**src/design/sdr_pkg.sv**
```systemverilog
// Shared types and constants for the stream duplicate remover.
package sdr_pkg;

    localparam int TABLE_DEPTH_DEFAULT = 256;
    localparam int DATA_W              = 32;

    typedef enum logic [1:0] {
        ST_IDLE,
        ST_SCAN,
        ST_FINISH
    } sdr_state_t;

    // Commands from the controller to the datapath
    typedef struct packed {
        logic accept;   // capture the incoming item and start a new search
        logic rd;       // read the table entry at the scan index and advance it
        logic commit;   // store a new value if room, load the result register
    } sdr_cmd_t;

    // Status from the datapath to the controller
    typedef struct packed {
        logic more;     // scan index still below the fill count
        logic rd_pend;  // a table read issued last cycle is being compared now
        logic match;    // that read equals the held value
        logic out_free; // result register can take a new item this cycle
    } sdr_status_t;

endpackage

```
**src/design/sdr_ctrl.sv**
```systemverilog
// Controller state machine for the stream duplicate remover.
module sdr_ctrl
    import sdr_pkg::*;
(
    input  logic        clk,
    input  logic        rst_n,
    input  logic        item_valid,
    output logic        item_stall,
    input  sdr_status_t status,
    output sdr_cmd_t    cmd
);

    sdr_state_t state_reg;
    sdr_state_t state_next;

    always_ff @(posedge clk or negedge rst_n)
    begin
        if (!rst_n)
        begin
            state_reg <= ST_IDLE;
        end
        else
        begin
            state_reg <= state_next;
        end
    end

    always_comb
    begin
        state_next = state_reg;
        cmd        = '0;
        item_stall = 1'b1;
        case (state_reg)
            ST_IDLE:
            begin
                item_stall = 1'b0;
                if (item_valid)
                begin
                    cmd.accept = 1'b1;
                    state_next = ST_SCAN;
                end
            end
            ST_SCAN:
            begin
                if (status.match)
                begin
                    state_next = ST_FINISH;
                end
                else if (status.more)
                begin
                    cmd.rd = 1'b1;
                end
                else if (!status.rd_pend)
                begin
                    state_next = ST_FINISH;
                end
            end
            ST_FINISH:
            begin
                // hold here while the previous result is still stalled
                if (status.out_free)
                begin
                    cmd.commit = 1'b1;
                    state_next = ST_IDLE;
                end
            end
            default:
            begin
                state_next = ST_IDLE;
            end
        endcase
    end

endmodule

```
**config.mk**
```make
export PLATFORM = sky130hd
export DESIGN_NAME = sdr_ctrl
export DESIGN_NICKNAME = d
export VERILOG_FILES = /design/src/design/sdr_pkg.sv /design/src/design/sdr_ctrl.sv
export SDC_FILE = /design/constraint.sdc
export NUM_CORES = 1
export LEC_CHECK = 0
export ABC_AREA = 1
export BUFFER_PORTS_ARGS = -buffer_cell sky130_fd_sc_hd__buf_2
export CORE_AREA = 8 8 45 47
export DETAILED_ROUTE_END_ITERATION = 12
export DIE_AREA = 0 0 53 55
export PLACE_DENSITY = 0.3
export SETUP_SLACK_MARGIN = 0.15
export SLEW_MARGIN = 20
export SYNTH_ARGS = -nofsm -noshare
export SYNTH_HDL_FRONTEND = slang
export SYNTH_SLANG_ARGS = --single-unit
export TNS_END_PERCENT = 10
```
**constraint.sdc**
```tcl
create_clock -name clk -period 1.65 [get_ports clk]
set_input_delay 0.0825 -clock clk [delete_from_list [all_inputs] [get_ports clk]]
set_output_delay 0.0825 -clock clk [all_outputs]
set_load 0.05 [all_outputs]
```
==> results of run 1 <==
-- where the power goes --
group / total [mW] / switching, mW / internal (mW)
Clock: 0.113 / 0.0326 / 0.0806
Sequential: 0.0869 / 0.0161 / 0.0708
Combinational: 0.296 / 0.220 / 0.0758
Total: 0.496 / 0.269 / 0.227
-- routing by layer --
layer | track usage | part of all wire
met4 | 0.0776 | 0.035
met1 | 0.0333 | 0.37
met5 | 0 | 0
met2 | 0.0547 | 0.51
met3 | 0.0241 | 0.080
-- kinds of logic after synthesis --
group                  synth area share
AOI/OAI and AO/OA                0.0307
DFF                               0.308
buffers and inverters             0.162
and+or+nand+nor                   0.500
-- critical path, stage by stage, from the launching register on --
cell	delay (ns)
dfrtp_1	0.38
inv_2	0.07
nand2_2	0.08
nor2_4	0.14
buf_2	0.28
-- what timing repair did --
action / 4_1_cts / 5_1_grt
setup buffers: 0 / 0
endpoints found under the hold margin: 2 / 0
hold buffers: 1 / 0
-- path summary, 6_finish.rpt --
| check | end | startpoint |
|---|---|---|
| worst max-delay path | cmd[1] | state_reg[1] |
| max in group asynchronous | state_reg[0] | rst_n |
| worst min register to register | state_reg[0] | state_reg[1] |
| worst max register to register | state_reg[1] | state_reg[0] |
| min in group asynchronous | state_reg[1] | rst_n |
| worst min-delay path | state_reg[1] | status[0] |
-- cell usage after synthesis --
cell and instances:
nor2_1 5, o21ai_1 1, nand2_1 4, nand2_2 2
nor2_2 3, dfrtp_1 2, nor2_4 1, inv_1 5
inv_2 2, nand3_1 1
-- area by class of cell --
cell class,count,area (um2),area share
tap,16,20.0,0.0755
inverter,7,26.3,0.0991
sequential,2,50.0,0.189
multi-input combinational,17,86.3,0.325
timing repair buffer,11,60.1,0.226
clock buffer,3,22.5,0.0849
==> run metrics, run 1 <==
status=finished, final reports clean; clock latency at the later pin of the worst-skew pair=0.23 ns; die width=around 53 um; max reg flops=2; final wirelength=487 um; via count=193; Remaining Overflow, GRT=0; post-CTS sizing=0; Inserted Clock Buffers=3; WP data required=1.57 ns; Site Rows=14; Port Buffers=10; final core occ=0.192; Max VDD drop=446 uV; fin worst setup slack=0.388 ns; pre-CTS setup slack=0.621 ns; RSZ-0062 raised after global routing=no; vias per cell=3.45; max-slew violations=0; Initial Util=0.118; share of the synthesized area in the top cell type=0.308; number of remaining DRC errors=0; DRT Pass-1 Iters=1; Yosys reg bits=2; WL/cell=8.70 um; vias in the first global route=185; CTS Sinks=2; IO Count=11; Setup crit end kind=output port; htree depth=1; commonest cells after routing, fill and taps aside=buf_2 (10), inv_1 (5), nor2_1 (5); Hold Crit Depth=4; post-route cell area=265 um2; MaxCap Viol Count=0; layout cell share with drive strength beyond 1=0.525; CTS Buffer Depth=2; CORE AREA=1380 um2; final setup violation count=0; yosys warns=0; crit path DAT=1.18 ns; first-pass GRT wire length=around 760 um; Initial DRC Count=0; Final min period=1.26 ns; DRT antenna net count=0; Cell variety after synth=10; final hold violations=0; synth top area cells=dfrtp_1 (31%), inv_1 (12%), nor2_1 (12%), nor2_2 (12%), nand2_1 (9.2%); Pwr Total=0.496 mW; fmax=793 MHz; initial antenna violation count=0; Filler cells=156; R2R Setup Slk=between 0.6 and 0.7 ns; setup_tns=0 ns; final std cells w/o fill=56; die area=2920 um2; Hold Path Class=input port to flop; leading area contributor after synthesis=dfrtp_1; Area growth syn-to-layout=63.1%; fin nets=49; Period Utilization, post-route=0.765; commonest non-fill, non-tap cell in the layout=buf_2; Pwr per Cell Area=roughly 1900 nW/um2; Seq/Total Area, Yosys=0.308; post-synthesis cell count=26; startpoint types=flop; Total Routing Usage GR=0.0420; Max FO, Critical Path=3; Slew headroom=0.833; Min Hold Slack=0.131 ns; worst slew pin tran=0.252 ns; # diodes=0; Inst Count DP=52; CTS tree=yes; critical path class=flop to output port; post-placement cell area=approximately 230 um2; Layout Skew=around 0.010 ns; syn nets=33; Root Buffer=clkbuf_4; syn_area_per_cell=around 6.3 um2; Placer Congestion=0.704; Mapped Area=163 um2; chip height=~55 um; worst r2r path cells=6; P_leak=0.153 nW; largest net degree at the start of global routing=5; CTS clk-pin slew, worst paths=around 0.040 ns
Power figures use the tool's default switching activity.
==> inputs of run 2 (changes only) <==
--- a/config.mk
+++ b/config.mk
@@ -5,7 +5,7 @@
 export SDC_FILE = /design/constraint.sdc
 export NUM_CORES = 1
 export LEC_CHECK = 0
-export ABC_AREA = 1
+export ABC_AREA = 0
 export BUFFER_PORTS_ARGS = -buffer_cell sky130_fd_sc_hd__buf_2
 export CORE_AREA = 8 8 45 47
 export DETAILED_ROUTE_END_ITERATION = 12
==> constraint.sdc (replaced) <==
create_clock -name clk -period 1.1 [get_ports clk]
set_input_delay 0.055 -clock clk [delete_from_list [all_inputs] [get_ports clk]]
set_output_delay 0.055 -clock clk [all_outputs]
set_load 0.05 [all_outputs]
==> run 2 against run 1 <==
The flow now finishes with violations (setup timing). Via count down 14%. Sequential power is 69% higher. Design area is 19% higher. Non-clock buffer count increased by 3. First-iteration DRC count unchanged. Register-to-register slack got worse by 0.55 ns. Die area unchanged. Worst hold slack gained 0.016 ns. Largest cell class is now non-clock buffers. Highest routed layer unchanged.
==> run metrics, run 2 <==
Synth top cells by count=dfrtp_1 (2), nor3b_2 (2), o21bai_1 (2); vias in the first global route=201; CP Cell Sequence=buf_6, nor3b_4, buf_6; Setup crit end kind=output port; asr flop ratio synth=1.00; P_leak=0.150 nW; critical path class=flop to output port; post-synthesis cell count=12; startpoint types=flop; Inst Count DP=just over 40; syn nets=19; worst stage delay on the critical path=0.43 ns; mux contribution to synthesized area=0; CTS Sinks=2; area of the multi-input gates=just over 100 um2; final hold violations=0; final std cells w/o fill=45; max reg flops=2; final core occ=0.229; Post-Synth Simple-Gate Area=0.438; final wirelength=492 um; Post-Synth Adder-Cell Area=0; layout cell share with drive strength beyond 1=0.759; CTS Buffer Depth=2; fin nets=38; Hold Path Class=input port to async pin; chip height=55 um; Initial DRC Count=0; CTS tree=yes; leading area contributor after synthesis=dfrtp_1; largest net degree at the start of global routing=6; most numerous cell on the critical path=buf_6; final setup violation count=4; Storage cell area=51.3 um2; crit path DAT=around 1.2 ns; fmax=812 MHz; Total Routing Usage GR=0.0464; number of remaining DRC errors=0; Pwr per Cell Area=3120 nW/um2; Period Utilization, post-route=1.12; Site Rows=14; initial antenna violation count=0; commonest non-fill, non-tap cell in the layout=buf_2; XOR/XNOR Fraction of Synth Area=0; Top FF cell, synth=dfrtp_1; Switching Fraction=0.426; reg2reg end=state_reg[0]; die width=53 um; Yosys reg bits=2; fin worst setup slack=-0.131 ns; Post-CTS Setup Bufs=0; first-pass GRT wire length=862 um; htree depth=1; pre-CTS setup slack=roughly 0.028 ns; Reg power frac=0.149; worst slew pin tran=0.194 ns; Critical Path Sink=cmd[2]; status=complete, but fails checks; EDFF count, synth=0; max-slew violations=0; R2R Setup Slk=0.11 ns; CP startpoint=state_reg[0]; Slew headroom=0.870; vias per cell=between 3 and 4; syn_area_per_cell=around 11 um2; Placer Congestion=around 0.64; P_int=0.566 mW; Root Buffer=clkbuf_4; via count=166; worst path buffer plus inverter count=2; post-DP HPWL=between 300 and 400 um; die area=slightly below 3000 um2; Initial Util=0.0949; Comb pwr share=0.682; WL/cell=roughly 11 um; Layout Skew=0.000139 ns; # diodes=0; reg2reg start=state_reg[0]; failing checks=setup timing; Max FO, Critical Path=3; WP data required=1.04 ns; P_sw=0.421 mW; Filler cells=163; largest family of logic cells by synthesized area=simple AND/OR/NAND/NOR gates; CTS clk-pin slew, worst paths=0.03 ns; Mapped Area=around 130 um2; Final min period=1.23 ns; Clk pwr share=0.169; worst r2r path cells=3; CORE AREA=1380 um2; Worst path top cell family by delay=flip-flops; IO Count=11; Max VDD drop=between 1000 and 1500 uV; Port Buffers=10; Cell variety after synth=9; Worst path depth=3; DRT antenna net count=0; MaxCap Viol Count=0; Slowest cell on crit path=dfrtp_2; Seq/Total Area, Yosys=0.381; share of the synthesized area in the top cell type=0.381; Remaining Overflow, GRT=0; DRT Pass-1 Iters=1; synth top area cells=dfrtp_1 (38%), nor3b_2 (19%), o21bai_1 (11%), and3b_2 (7.6%), a22o_1 (6.7%); commonest cells after routing, fill and taps aside=buf_2 (6), buf_6 (5), clkbuf_4 (3); Area growth syn-to-layout=141%; Inserted Clock Buffers=3; RSZ-0062 raised after global routing=yes; clock latency at the later pin of the worst-skew pair=0.23 ns; Synth Area in Compound Gates=0.181; yosys warns=0
run 2: changes by cell type after synthesis, moves of 2 or more:
cell	delta
inv_1	-5
o21bai_1	+2
nor2_2	-3
nor2_1	-4
inv_2	-2
nand2_1	-4
nor3b_2	+2
nand2_2	-2
run 2: cells by family (layout without fill, tap and decap cells):
logic type / after synthesis / count (layout)
AO/OA/AOI/OAI: 3 / 3
buffers and inverters: 0 / 17
flip-flops: 2 / 2
AND/OR/NAND/NOR: 7 / 7
run 2: worst min path at each step:
stage          start           end  slack, ns  cells past startpoint
2_1_floorplan  rst_n  state_reg[0]      -0.24                      0
3_3_place_gp   rst_n  state_reg[0]      -0.16                      1
3_5_place_dp   rst_n  state_reg[0]      -0.16                      1
4_1_cts        rst_n  state_reg[1]       0.15                      2
5_1_grt        rst_n  state_reg[0]       0.16                      2
6_report       rst_n  state_reg[0]       0.15                      2
run 2: what timing repair did:
action	in CTS	in global routing
endpoints found under the setup margin	5	6
hold buffers	1	0
pin swaps	1	3
resized for setup	11	3
cloned	0	0
hold endpoints to repair	2	0
run 2: final cells by class:
class / count / share of cell area
clock buffer: 3 / 0.0711
multi-input combinational: 10 / 0.328
sequential: 2 / 0.162
tap: 16 / 0.0632
timing repair buffer: 14 / 0.375
run 2: layer usage:
metal,up-vias,part of all wire,track usage
met5,-,0,0
met2,13,0.34,0.0527
met1,74,0.38,0.0395
li1,77,-,-
met4,0,0.020,0.0388
met3,2,0.26,0.0615
run 2: stage by stage:
step	cell area (um2)	hold WS [ns]	setup TNS, ns	total power, mW
CTS	304	0.146	-0.443	0.953
global route	317	0.158	-0.611	1.05
global placement	236	-0.160	0	0.642
detailed placement	236	-0.158	0	0.643
finish	317	0.147	-0.421	0.986
floorplan	144	-0.241	-0.190	0.482
run 2: power by group through the flow:
stage | combinational, mW | clock [mW] | sequential (mW)
detailed placement | 0.515 | 0 | 0.128
finish | 0.672 | 0.167 | 0.147
CTS | 0.646 | 0.175 | 0.131
global placement | 0.511 | 0 | 0.131
global route | 0.712 | 0.180 | 0.154
floorplan | 0.324 | 0 | 0.158
==> inputs of run 3 (changes only) <==
==> constraint.sdc (replaced) <==
create_clock -name clk -period 1.1 [get_ports clk]
set_input_delay 0.11 -clock clk [delete_from_list [all_inputs] [get_ports clk]]
set_output_delay 0.11 -clock clk [all_outputs]
set_load 0.05 [all_outputs]
==> run 3 against run 2 <==
The flow still finishes with violations (setup timing). Die area did not move. Count of clock-buffer cells in the layout did not move. First-iteration DRC count rose by 2. Global-route usage fell by 0.60 points. Setup slack got worse by 0.046 ns. Clock power barely moved. Design area fell by 8.7%. Critical path type unchanged. Critical path depth did not move. Critical endpoint is now cmd[1]. Routed wire length fell by 11%. Final cell count fell by 4.4%.
==> run metrics, run 3 (same netlist as run 2, synthesis figures left out) <==
Setup crit end kind=output port; fin worst setup slack=-0.177 ns; status=complete, but fails checks; CTS Buffer Depth=2; met2 Track Usage GR=0.0449; Port Buffers=10; Slowest cell on crit path=dfrtp_2; largest net degree at the start of global routing=7; Max VDD drop=552 uV; commonest cells after routing, fill and taps aside=buf_2 (6), buf_6 (4), clkbuf_4 (3); CTS Sinks=2; post-placement cell area=221 um2; WL/cell=10.2 um; clock latency at the later pin of the worst-skew pair=0.22 ns; CORE AREA=1380 um2; max-slew violations=0; Max FO, Critical Path=5; MaxCap Viol Count=0; final hold violations=0; final setup violation count=4; Pwr Total=slightly below 0.9 mW; layout cell share with drive strength beyond 1=0.778; Initial DRC Count=2; met3 Usage GRT=0.0374; die area=approximately 3000 um2; vias in the first global route=179; htree depth=1; Root Buffer=clkbuf_4; crit path DAT=1.17 ns; vias per cell=around 3.6; Total Routing Usage GR=0.0404; fin nets=36; CP Cell Sequence=nand2b_4, nor3b_4, buf_6; WP data required=0.99 ns; via count=around 150; initial antenna violation count=0; DRT antenna net count=0; worst stage delay on the critical path=0.43 ns; number of remaining DRC errors=0; Period Utilization, post-route=1.16; Worst path top cell family by delay=flip-flops; Filler cells=160; P_leak=0.135 nW; Hold Path Class=input port to flop; chip height=55 um; Slew headroom=0.881; R2R Setup Slk=roughly 0.19 ns; Placer Congestion=0.668; critical path class=flop to output port; CTS clk-pin slew, worst paths=0.03 ns; final core occ=0.209; Final min period=between 1 and 1.5 ns; worst path buffer plus inverter count=1; Area growth syn-to-layout=120%; CTS tree=yes; first-pass GRT wire length=703 um; Site Rows=14; Remaining Overflow, GRT=0; final wirelength=roughly 440 um; IO Count=11; max reg flops=2; worst slew pin tran=0.179 ns; Pwr per Cell Area=3000 nW/um2; fmax=slightly below 800 MHz; die width=~53 um; met1 Use GR=0.0289; Top Usage Layer GRT=met4; # diodes=0; DRT Pass-1 Iters=2; Initial Util=0.0949; Layout Skew=~0.0016 ns; RSZ-0062 raised after global routing=yes; post-route cell area=between 200 and 300 um2; Inserted Clock Buffers=3; commonest non-fill, non-tap cell in the layout=buf_2; startpoint types=flop; failing checks=setup timing
==> run 3: tightest hold or removal path: stages <==
cell and delay (ns):
buf_2 0.08, o21bai_1 0.07, o21bai_1 0.12
==> run 3: path summary, 6_finish.rpt <==
check	from	end	cells past startpoint
setup / recovery	state_reg[1]	cmd[1]	3
hold / removal	status[2]	state_reg[0]	3
setup reg to reg	state_reg[0]	state_reg[1]	2
hold reg to reg	state_reg[1]	state_reg[0]	2
max in group asynchronous	rst_n	state_reg[1]	2
min in group asynchronous	rst_n	state_reg[0]	2
==> run 3: routing by layer <==
| metal | routed length (um) | part of all wire | vias to the layer above |
|---|---|---|---|
| met4 | 22 | 0.050 | 0 |
| met3 | 54 | 0.12 | 2 |
| met2 | 213 | 0.48 | 7 |
| met1 | 150 | 0.34 | 71 |
| met5 | 0 | 0 | - |
| li1 | - | - | 74 |
==> run 3: area by class of cell <==
| type | instances | area [um2] | area share |
|---|---|---|---|
| Clock buffer | 3 | 22.5 | 0.0779 |
| Multi-Input combinational cell | 10 | 101 | 0.351 |
| Sequential cell | 2 | 52.6 | 0.182 |
| Tap cell | 16 | 20.0 | 0.0693 |
| Timing Repair Buffer | 12 | 92.6 | 0.320 |
==> run 3: stage by stage <==
step	instances	setup WS (ns)	setup TNS, ns	hold WS [ns]
6_report	43	-0.177	-0.503	0.193
5_1_grt	43	-0.219	-0.662	0.216
4_1_cts	43	-0.189	-0.546	0.193
3_5_place_dp	38	-0.0608	-0.0608	-0.103
3_3_place_gp	38	-0.0463	-0.0463	-0.101
2_1_floorplan	12	-0.117	-0.196	-0.186
==> run 3: timing repair <==
item | 4_1_cts | 5_1_grt
buffers inserted | 1 | 0
pin swaps | 0 | 0
hold endpoints to repair | 2 | 0
gates resized for setup | 10 | 0
cloned | 0 | 0
setup endpoints to repair | 5 | 4
hold buffers | 1 | 0
==> run 3: power by group <==
part           internal [mW]  switching, mW  total (mW)  leakage (nW)
combinational          0.238          0.280       0.518        0.0985
clock                  0.120         0.0435       0.164        0.0138
sequential             0.115         0.0695       0.185        0.0229
total                  0.473          0.393       0.866         0.135
